===== src/rtl/core/rbdb_pkg.sv =====
// Shared types and constants for the RGB565 box darken/blend unit.
// No dependencies; every other file of the block imports this package.
package rbdb_pkg;

    // Cap on the coordinate span that the limit registers set.
    localparam int C_MAX_COORD = 2048;

    // x / 255 equals (x * 0x8081) >> 23 for every 16-bit x.
    localparam logic [15:0] C_RECIP_255 = 16'h8081;
    localparam int C_RECIP_SHIFT = 23;

    // Register map of the configuration port, in hardware index order.
    typedef enum logic [2:0] {
        REG_BOX_LEFT,
        REG_BOX_TOP,
        REG_BOX_RIGHT,
        REG_BOX_BOTTOM,
        REG_LIMIT_RIGHT,
        REG_LIMIT_BOTTOM,
        REG_FILL_COLOR,
        REG_BLEND_LEVEL
    } t_reg_idx;

    typedef logic [31:0][7:0] t_a8_tab;

    // Level to 8-bit alpha, level * 255 / 31, built at elaboration.
    function automatic t_a8_tab f_build_a8();
        t_a8_tab tab;
        for (int i = 0; i < 32; i++) begin
            tab[i] = 8'((i * 255) / 31);
        end
        return tab;
    endfunction

    localparam t_a8_tab C_A8_TAB = f_build_a8();

    typedef struct packed {
        logic [10:0] pixel_x;
        logic [10:0] pixel_y;
        logic [15:0] pixel_in;
    } t_in;

    typedef struct packed {
        logic [15:0] pixel_out;
        logic        was_inside;
    } t_out;

    // Settings derived from the configuration registers.
    typedef struct packed {
        logic signed [12:0] left;
        logic signed [12:0] top;
        logic signed [12:0] right;
        logic signed [12:0] bottom;
        logic               dark;
        logic [2:0][5:0]    fill;
        logic [7:0]         a8;
        logic [7:0]         inv_a8;
        logic [4:0]         rev;
    } t_cfg;

endpackage


===== src/rtl/core/rbdb_cfg.sv =====
// Configuration registers and the clipped box / blend factors derived from them.
// Depends on rbdb_pkg.
module rbdb_cfg (
    input  logic                i_clk,
    input  logic                i_rst_n,
    input  logic                i_cfg_we,
    input  logic [2:0]          i_cfg_idx,
    input  logic [15:0]         i_cfg_data,
    output rbdb_pkg::t_cfg      o_cfg
);
    import rbdb_pkg::*;

    logic [11:0] r_box_left;
    logic [11:0] r_box_top;
    logic [11:0] r_box_right;
    logic [11:0] r_box_bottom;
    logic [11:0] r_limit_right;
    logic [11:0] r_limit_bottom;
    logic [15:0] r_fill_color;
    logic [4:0]  r_blend_level;

    always_ff @(posedge i_clk) begin
        if (!i_rst_n) begin
            r_box_left     <= '0;
            r_box_top      <= '0;
            r_box_right    <= '0;
            r_box_bottom   <= '0;
            r_limit_right  <= '0;
            r_limit_bottom <= '0;
            r_fill_color   <= '0;
            r_blend_level  <= '0;
        end else if (i_cfg_we) begin
            unique case (i_cfg_idx)
                REG_BOX_LEFT:     r_box_left     <= i_cfg_data[11:0];
                REG_BOX_TOP:      r_box_top      <= i_cfg_data[11:0];
                REG_BOX_RIGHT:    r_box_right    <= i_cfg_data[11:0];
                REG_BOX_BOTTOM:   r_box_bottom   <= i_cfg_data[11:0];
                REG_LIMIT_RIGHT:  r_limit_right  <= i_cfg_data[11:0];
                REG_LIMIT_BOTTOM: r_limit_bottom <= i_cfg_data[11:0];
                REG_FILL_COLOR:   r_fill_color   <= i_cfg_data;
                REG_BLEND_LEVEL:  r_blend_level  <= i_cfg_data[4:0];
                default:          r_blend_level  <= r_blend_level;
            endcase
        end
    end

    logic [11:0]        lim_r;
    logic [11:0]        lim_b;
    logic signed [12:0] box_r;
    logic signed [12:0] box_b;
    logic signed [12:0] cap_r;
    logic signed [12:0] cap_b;

    always_comb begin
        lim_r = (int'(r_limit_right) > C_MAX_COORD) ? 12'(C_MAX_COORD) : r_limit_right;
        lim_b = (int'(r_limit_bottom) > C_MAX_COORD) ? 12'(C_MAX_COORD) : r_limit_bottom;
        cap_r = signed'({1'b0, lim_r});
        cap_b = signed'({1'b0, lim_b});
        box_r = signed'({r_box_right[11], r_box_right});
        box_b = signed'({r_box_bottom[11], r_box_bottom});

        // Negative left and top edges clamp to the first column and row.
        o_cfg.left   = r_box_left[11] ? '0 : signed'({1'b0, r_box_left});
        o_cfg.top    = r_box_top[11] ? '0 : signed'({1'b0, r_box_top});
        o_cfg.right  = (box_r > cap_r) ? cap_r : box_r;
        o_cfg.bottom = (box_b > cap_b) ? cap_b : box_b;

        o_cfg.dark    = (r_fill_color == 16'd0);
        o_cfg.fill[0] = {1'b0, r_fill_color[15:11]};
        o_cfg.fill[1] = r_fill_color[10:5];
        o_cfg.fill[2] = {1'b0, r_fill_color[4:0]};
        o_cfg.a8      = C_A8_TAB[r_blend_level];
        o_cfg.inv_a8  = 8'd255 - C_A8_TAB[r_blend_level];
        o_cfg.rev     = 5'd31 - r_blend_level;
    end

endmodule


===== src/rtl/core/rbdb_pipe.sv =====
// Four-stage datapath: box test/products, sum, divide by 255 or shift, pack.
// Depends on rbdb_pkg; settings come from rbdb_cfg.
module rbdb_pipe (
    input  logic            i_clk,
    input  logic            i_rst_n,
    input  rbdb_pkg::t_cfg  i_cfg,
    input  logic            i_valid,
    output logic            o_stall,
    input  rbdb_pkg::t_in   i_data,
    output logic            o_valid,
    input  logic            i_stall,
    output rbdb_pkg::t_out  o_data
);
    import rbdb_pkg::*;

    // Stage enables: a stage loads when it is empty or the next one moves.
    logic [3:0] en;
    logic       r1_vld, r2_vld, r3_vld, r4_vld;

    always_comb begin
        en[3] = !r4_vld || !i_stall;
        en[2] = !r3_vld || en[3];
        en[1] = !r2_vld || en[2];
        en[0] = !r1_vld || en[1];
    end

    assign o_stall = !en[0];

    // Stage 1: box test and channel products.
    logic signed [12:0] px;
    logic signed [12:0] py;
    logic               in_box;
    logic [2:0][5:0]    dst;
    logic [2:0][13:0]   n1_pa;
    logic [2:0][13:0]   n1_pb;

    always_comb begin
        px = signed'({2'b00, i_data.pixel_x});
        py = signed'({2'b00, i_data.pixel_y});
        in_box = (px >= i_cfg.left) && (px < i_cfg.right) &&
                 (py >= i_cfg.top) && (py < i_cfg.bottom);
        dst[0] = {1'b0, i_data.pixel_in[15:11]};
        dst[1] = i_data.pixel_in[10:5];
        dst[2] = {1'b0, i_data.pixel_in[4:0]};
        for (int c = 0; c < 3; c++) begin
            if (i_cfg.dark) begin
                n1_pa[c] = 14'(dst[c]) * 14'(i_cfg.rev);
                n1_pb[c] = '0;
            end else begin
                n1_pa[c] = 14'(i_cfg.fill[c]) * 14'(i_cfg.a8);
                n1_pb[c] = 14'(dst[c]) * 14'(i_cfg.inv_a8);
            end
        end
    end

    logic [15:0]      r1_pix;
    logic             r1_inside;
    logic             r1_dark;
    logic [2:0][13:0] r1_pa;
    logic [2:0][13:0] r1_pb;

    // Stage 2: channel sums.
    logic [15:0]      r2_pix;
    logic             r2_inside;
    logic             r2_dark;
    logic [2:0][13:0] r2_sum;

    // Stage 3: quotient by 255, or the darkening shift.
    logic [15:0]      r3_pix;
    logic             r3_inside;
    logic [2:0][5:0]  r3_q;
    logic [2:0][29:0] prod;
    logic [2:0][5:0]  n3_q;

    always_comb begin
        for (int c = 0; c < 3; c++) begin
            prod[c] = 30'(r2_sum[c]) * 30'(C_RECIP_255);
            n3_q[c] = r2_dark ? r2_sum[c][10:5] : prod[c][C_RECIP_SHIFT +: 6];
        end
    end

    // Stage 4: output register.
    logic [15:0] r4_pix;
    logic        r4_inside;

    always_ff @(posedge i_clk) begin
        if (!i_rst_n) begin
            r1_vld <= 1'b0;
            r2_vld <= 1'b0;
            r3_vld <= 1'b0;
            r4_vld <= 1'b0;
        end else begin
            if (en[0]) r1_vld <= i_valid;
            if (en[1]) r2_vld <= r1_vld;
            if (en[2]) r3_vld <= r2_vld;
            if (en[3]) r4_vld <= r3_vld;
        end
    end

    always_ff @(posedge i_clk) begin
        if (en[0]) begin
            r1_pix    <= i_data.pixel_in;
            r1_inside <= in_box;
            r1_dark   <= i_cfg.dark;
            r1_pa     <= n1_pa;
            r1_pb     <= n1_pb;
        end
        if (en[1]) begin
            r2_pix    <= r1_pix;
            r2_inside <= r1_inside;
            r2_dark   <= r1_dark;
            for (int c = 0; c < 3; c++) begin
                r2_sum[c] <= r1_pa[c] + r1_pb[c];
            end
        end
        if (en[2]) begin
            r3_pix    <= r2_pix;
            r3_inside <= r2_inside;
            r3_q      <= n3_q;
        end
        if (en[3]) begin
            r4_inside <= r3_inside;
            r4_pix    <= r3_inside ? {r3_q[0][4:0], r3_q[1], r3_q[2][4:0]} : r3_pix;
        end
    end

    assign o_valid           = r4_vld;
    assign o_data.pixel_out  = r4_pix;
    assign o_data.was_inside = r4_inside;

    // The block only holds off its source while a finished beat is stuck.
    a_stall_needs_full: assert property (@(posedge i_clk) disable iff (!i_rst_n)
        !r4_vld |-> !o_stall)
        else $error("input stalled while the output stage is empty");

    a_accept_lands: assert property (@(posedge i_clk) disable iff (!i_rst_n)
        i_valid && !o_stall |=> r1_vld)
        else $error("accepted beat did not reach the first stage");

    a_mid_hold: assert property (@(posedge i_clk) disable iff (!i_rst_n)
        r2_vld && !en[2] |=> r2_vld && $stable(r2_sum) && $stable(r2_pix))
        else $error("held beat in the sum stage changed or vanished");

    a_out_hold: assert property (@(posedge i_clk) disable iff (!i_rst_n)
        r3_vld && r4_vld && i_stall |=> r3_vld && $stable(r3_q))
        else $error("beat behind a stalled output was lost");

endmodule


===== src/rtl/core/rgb565_box_darken_or_blend_unit.sv =====
// Top level of the RGB565 box darken/blend unit.
// Depends on rbdb_pkg, rbdb_cfg and rbdb_pipe.
//
// This unit takes a stream of RGB565 framebuffer pixels, each with its column
// and row, and returns every pixel exactly once and in order. A pixel that lies
// inside the programmed box, after the box is clipped to start at zero and to end
// at the limit registers (which are themselves capped at 2048), is either darkened
// or blended toward the fill color, and its was_inside flag is set. A fill color
// of zero selects darkening, where each channel becomes channel*(31-level)>>5;
// any other fill color blends each channel as (fill*a8 + dest*(255-a8))/255 with
// a8 = level*255/31. Pixels outside the box, and all pixels when the box is empty,
// pass through unchanged. A beat is accepted at a rising edge with i_valid high and
// o_stall low, and a result leaves at an edge with o_valid high and i_stall low.
// Stages: products and box test, channel sums, the reciprocal multiply that divides
// by 255, and the output register. One pixel is accepted every cycle while the
// output is taken; each stage loads whenever it is empty or its successor moves,
// so a stalled output stops only the beats behind it and empty stages still fill.
// The user must write configuration through i_cfg_we, i_cfg_idx and i_cfg_data
// only while no beat is in flight (not enforced); all registers reset to zero.
module rgb565_box_darken_or_blend_unit (
    input  logic            i_clk,
    input  logic            i_rst_n,
    input  logic            i_cfg_we,
    input  logic [2:0]      i_cfg_idx,
    input  logic [15:0]     i_cfg_data,
    input  logic            i_valid,
    output logic            o_stall,
    input  rbdb_pkg::t_in   i_data,
    output logic            o_valid,
    input  logic            i_stall,
    output rbdb_pkg::t_out  o_data
);
    import rbdb_pkg::*;

    // Clipped box and blend factors, held steady between configuration writes.
    t_cfg cfg;

    rbdb_cfg u_cfg (
        .i_clk      (i_clk),
        .i_rst_n    (i_rst_n),
        .i_cfg_we   (i_cfg_we),
        .i_cfg_idx  (i_cfg_idx),
        .i_cfg_data (i_cfg_data),
        .o_cfg      (cfg)
    );

    // The pixel datapath with its per-stage valid bits and stall chain.
    rbdb_pipe u_pipe (
        .i_clk   (i_clk),
        .i_rst_n (i_rst_n),
        .i_cfg   (cfg),
        .i_valid (i_valid),
        .o_stall (o_stall),
        .i_data  (i_data),
        .o_valid (o_valid),
        .i_stall (i_stall),
        .o_data  (o_data)
    );

endmodule

===== config.mk =====
export PLATFORM = sky130hd
export DESIGN_NAME = rgb565_box_darken_or_blend_unit
export DESIGN_NICKNAME = d
export VERILOG_FILES = /design/src/rtl/core/rbdb_pkg.sv /design/src/rtl/core/rbdb_cfg.sv /design/src/rtl/core/rbdb_pipe.sv /design/src/rtl/core/rgb565_box_darken_or_blend_unit.sv
export SDC_FILE = /design/constraint.sdc
export NUM_CORES = 1
export LEC_CHECK = 0
export BUFFER_PORTS_ARGS = -buffer_cell sky130_fd_sc_hd__buf_2
export CAP_MARGIN = 20
export CORE_MARGIN = 2
export CORE_UTILIZATION = 60
export CTS_BUF_LIST = sky130_fd_sc_hd__clkbuf_8
export DETAILED_ROUTE_END_ITERATION = 8
export PLACE_DENSITY = 0.77
export REMOVE_ABC_BUFFERS = 1
export SLEW_MARGIN = 20
export SYNTH_ARGS = -nofsm -noshare
export SYNTH_HDL_FRONTEND = slang
export SYNTH_HIERARCHICAL = 1
export SYNTH_SLANG_ARGS = --single-unit
export TNS_END_PERCENT = 30

===== constraint.sdc =====
create_clock -name i_clk -period 8.25 [get_ports i_clk]
set_input_delay 1.65 -clock i_clk [delete_from_list [all_inputs] [get_ports i_clk]]
set_output_delay 1.65 -clock i_clk [all_outputs]
set_load 0.02 [all_outputs]

==> reports/qor.yml <==
sta:
  final.setup.tns_ns: 0
  skew_ns: 0.0365
  finalCritPeriodShare_pct: 63.1
  slew-limit-headroom_pct: 35.9
  slew_viol_final: 0
  hold_violations: 0
  fmax_ghz: 0.192
  grt_setup_unrepaired: "no"
  worst_pin_slew_ns: 0.958
  fin_ws_ns: 3.05
  finalSetupViolCount: 0
  min_period_ns: 5.20
placed_design:
  port_buffers: 80
  dp_slack_ns: 2.59
  globalplace.congestion: 0.886
  place_hpwl_um: 47900
global_routing:
  gr-max-usage-layer: "met2"
  grt_usage_pct: 25.9
  use_met2_pct: 46.0
  grt_max_degree: 95
  grt_pass1_wl_um: 105000
  grt_pass1_vias: 21900
  grtUsageMet1_pct: 31.1
  antenna_found_initial: 2
  grtUsageMet3_pct: 4.24
  grt_overflow_total: 0
synthesis:
  synth_warnings: 6
  netlist_area_um2: 28700
  syn_inst: 2980
  synth.area.top_cells: "edfxtp_1 22%, ha_1 19%, fa_1 12%, dfxtp_1 7.3%, and2_1 5.4%"
  synth_top_area_share_pct: 22.0
  async_flop_share_pct: 0
  ys_seq_elements: 315
  synth_top_cell_by_area: "edfxtp_1"
  ys.flop_type: "edfxtp_1"
  synth_edf_count: 210
  ys_types: 86
  yosysSeqAreaShare_pct: 29.3
  syn_area_per_cell_um2: 9.64
outcome:
  outcome: "finished clean"
cts:
  cts_setup_buffers: 0
  ctsHoldBuffers: 0
  clock-sinks: 315
  cts.repair.resized: 0
  clock_path_buffers: 3
  path_clk_slew_ns: 0.06
  cts-root-buf: "clkbuf_8"
  h-tree-depth: 2
  cts_tree: "yes"
  cts_buffers: 56
  clkLatencyLatePin_ns: 0.66
power:
  p_total_mw: 6.77
  vdd_drop_max_mv: 0.107
  p_per_area_nw_per_um2: 221
  p_leak_nw: 14.5
setup_path:
  critical-path-slowest-cell: "dfxtp_1"
  cp_top_family: "adder cells"
  startpoint_type: "flop"
  reg2reg_slack_ns: 3.05
  crit_fanout: 19
  timing.rr.end: "u_pipe/r1_pb[27]$_SDFFCE_PP0N_"
  cp_data_required_time_ns: 8.64
  reg2reg_from: "u_cfg/o_cfg[18]$_DFF_P_"
  end_kind: "flop"
  rr_worst_depth: 14
  worstSetupPathType: "reg -> reg"
  arrival_ns: 5.59
  crit_chain: "inv_1, and2_1, fa_1, inv_1, fa_1, fa_1, inv_1, ha_1, nor2b_1, o21a_1, o21ai_1, a21oi_1, o32ai_1, mux2_2"
  critPathBufInv: 3
  slowest_delay_ns: 0.82
floorplan:
  initial_core_util_pct: 60.4
  coreArea_um2: 47500
  die_area_um2: 49600
  num_io_pins: 81
  num_rows: 80
  die_h_um: 223
  die_x_um: 223
worst_hold_path:
  min_from: "u_pipe/r2_pix[15]$_DFFE_PP_"
  holdPathStages: 0
  min_to: "u_pipe/r3_pix[15]$_DFFE_PP_"
  hold_path.class: "reg -> reg"
cells_and_area:
  syn2layout_area_growth_pct: 6.72
  fillers: 3782
  fin_nets: 3687
  final_core_util_pct: 64.5
  seqCellArea_um2: 8410
  final_layout_size_suffix_gt1_share_pct: 8.28
  multi_input_area_um2: 18500
drt:
  vias_per_cell: 5.71
  postRouteAntennaNets: 0
  avgRoutedWirePerCell_um: 17.1
  first_pass_iters: 6
  drc: 0
  via_count: 21000
  wl_um: 63000
  drt_iter0_drc: 1159
flow_run:
  drv_cap: 0
worst register-to-register path: stages, from the launching register on:
cell	delay (ns)
dfxtp_1	0.82
inv_1	0.56
and2_1	0.31
fa_1	0.48
inv_1	0.05
fa_1	0.46
fa_1	0.55
inv_1	0.04
ha_1	0.32
nor2b_1	0.16
o21a_1	0.18
o21ai_1	0.17
a21oi_1	0.14
o32ai_1	0.33
mux2_2	0.37
worst max path at each step:
stage / startpoint / end / cells after the start
final: u_cfg/o_cfg[18]$_DFF_P_ / u_pipe/r1_pb[27]$_SDFFCE_PP0N_ / 14
after global routing: u_cfg/o_cfg[16]$_DFF_P_ / u_pipe/r1_pb[27]$_SDFFCE_PP0N_ / 14
after CTS: u_cfg/o_cfg[17]$_DFF_P_ / u_pipe/r1_pb[27]$_SDFFCE_PP0N_ / 14
after detailed placement: i_data[3] / u_pipe/r1_pb[40]$_SDFFCE_PP0N_ / 13
after global placement: i_data[4] / u_pipe/r1_pb[40]$_SDFFCE_PP0N_ / 13
after floorplan: i_stall / o_stall / 3
registers in the layout (all words and copies together), names as in the netlist, 5 cells and up:
register              cells
u_pipe/r2_pix            16
u_cfg/r_limit_right      12
u_pipe/r2_sum            42
u_cfg/r_box_right        12
u_pipe/r1_pb             40
u_pipe/r1_pix            16
u_pipe/r4_pix            16
u_pipe/r1_pa             42
u_cfg/r_box_bottom       12
u_pipe/r3_q              16
u_cfg/r_blend_level       5
u_cfg/r_fill_color       16
u_cfg/o_cfg               8
u_cfg/r_box_left         12
u_cfg/r_limit_bottom     12
u_cfg/r_box_top          12
u_pipe/r3_pix            16
routing by layer:
metal | routed length (um) | share of wire, %
met3 | 3340 | 5.3
met1 | 26400 | 42
met5 | 12 | 0.019
met4 | 2150 | 3.4
met2 | 31000 | 49
placed cells by master (no fill, tap or decap), types with 14 or more instances in the layout:
cell / count
ha_1: 430
nor2b_1: 83
or2_2: 16
o22ai_1: 14
o21a_1: 32
inv_1: 386
a21boi_0: 97
and2_1: 250
fa_1: 172
mux2_2: 41
a21oi_1: 82
a211oi_1: 20
a21o_1: 54
buf_2: 81
edfxtp_1: 210
xnor2_1: 61
clkbuf_8: 61
nor3_1: 24
mux2i_1: 14
nand3_1: 32
nand2b_1: 18
nand2_1: 367
nor2_1: 99
o21ai_0: 63
o31ai_1: 21
dfxtp_1: 105
through the flow:
stage,cells,cell area [um^2],hold WS [ns]
2_1_floorplan,2875,28300,0.400
3_3_place_gp,3578,29500,0.400
3_5_place_dp,3579,29500,0.405
4_1_cts,3681,30600,0.417
5_1_grt,3683,30700,0.422
6_report,3683,30700,0.414
power by group:
group	internal (mW)	total (mW)	switching [mW]
clock	0.806	1.47	0.666
combinational	1.36	2.97	1.62
sequential	2.09	2.33	0.234
total	4.26	6.77	2.51
cell families (layout without fill, tap and decap cells):
group,Yosys count,after routing,share of synthesized area [%]
simple gates,944,944,16.5
fa+ha+maj,602,602,30.7
compound gates,507,507,12.5
buf+inv,480,562,6.53
flops,315,315,29.3
xor+xnor,67,67,2.04
mux,64,64,2.46
other cells,1,7,0.0131
cell usage after synthesis (14+ instances only):
library cell,n
a211oi_1,20
a21boi_0,97
a21o_1,54
a21oi_1,82
and2_1,250
clkbuf_1,81
dfxtp_1,105
edfxtp_1,210
fa_1,172
ha_1,430
inv_1,369
mux2_2,41
mux2i_1,14
nand2_1,368
nand2b_1,18
nand3_1,33
nor2_1,100
nor2b_1,83
nor3_1,24
o21a_1,32
o21ai_0,63
o22ai_1,14
o31ai_1,21
or2_2,16
xnor2_1,61
area by class of cell:
type	count	share of cell area [%]
tap	615	2.51
multi-input combinational	2190	60.3
sequential	315	27.4
antenna	1	0.00816
inverter	370	4.53
clock buffer	61	2.74
clock inverter	41	0.931
timing repair buffer	90	1.54
Power figures use the tool's default switching activity.
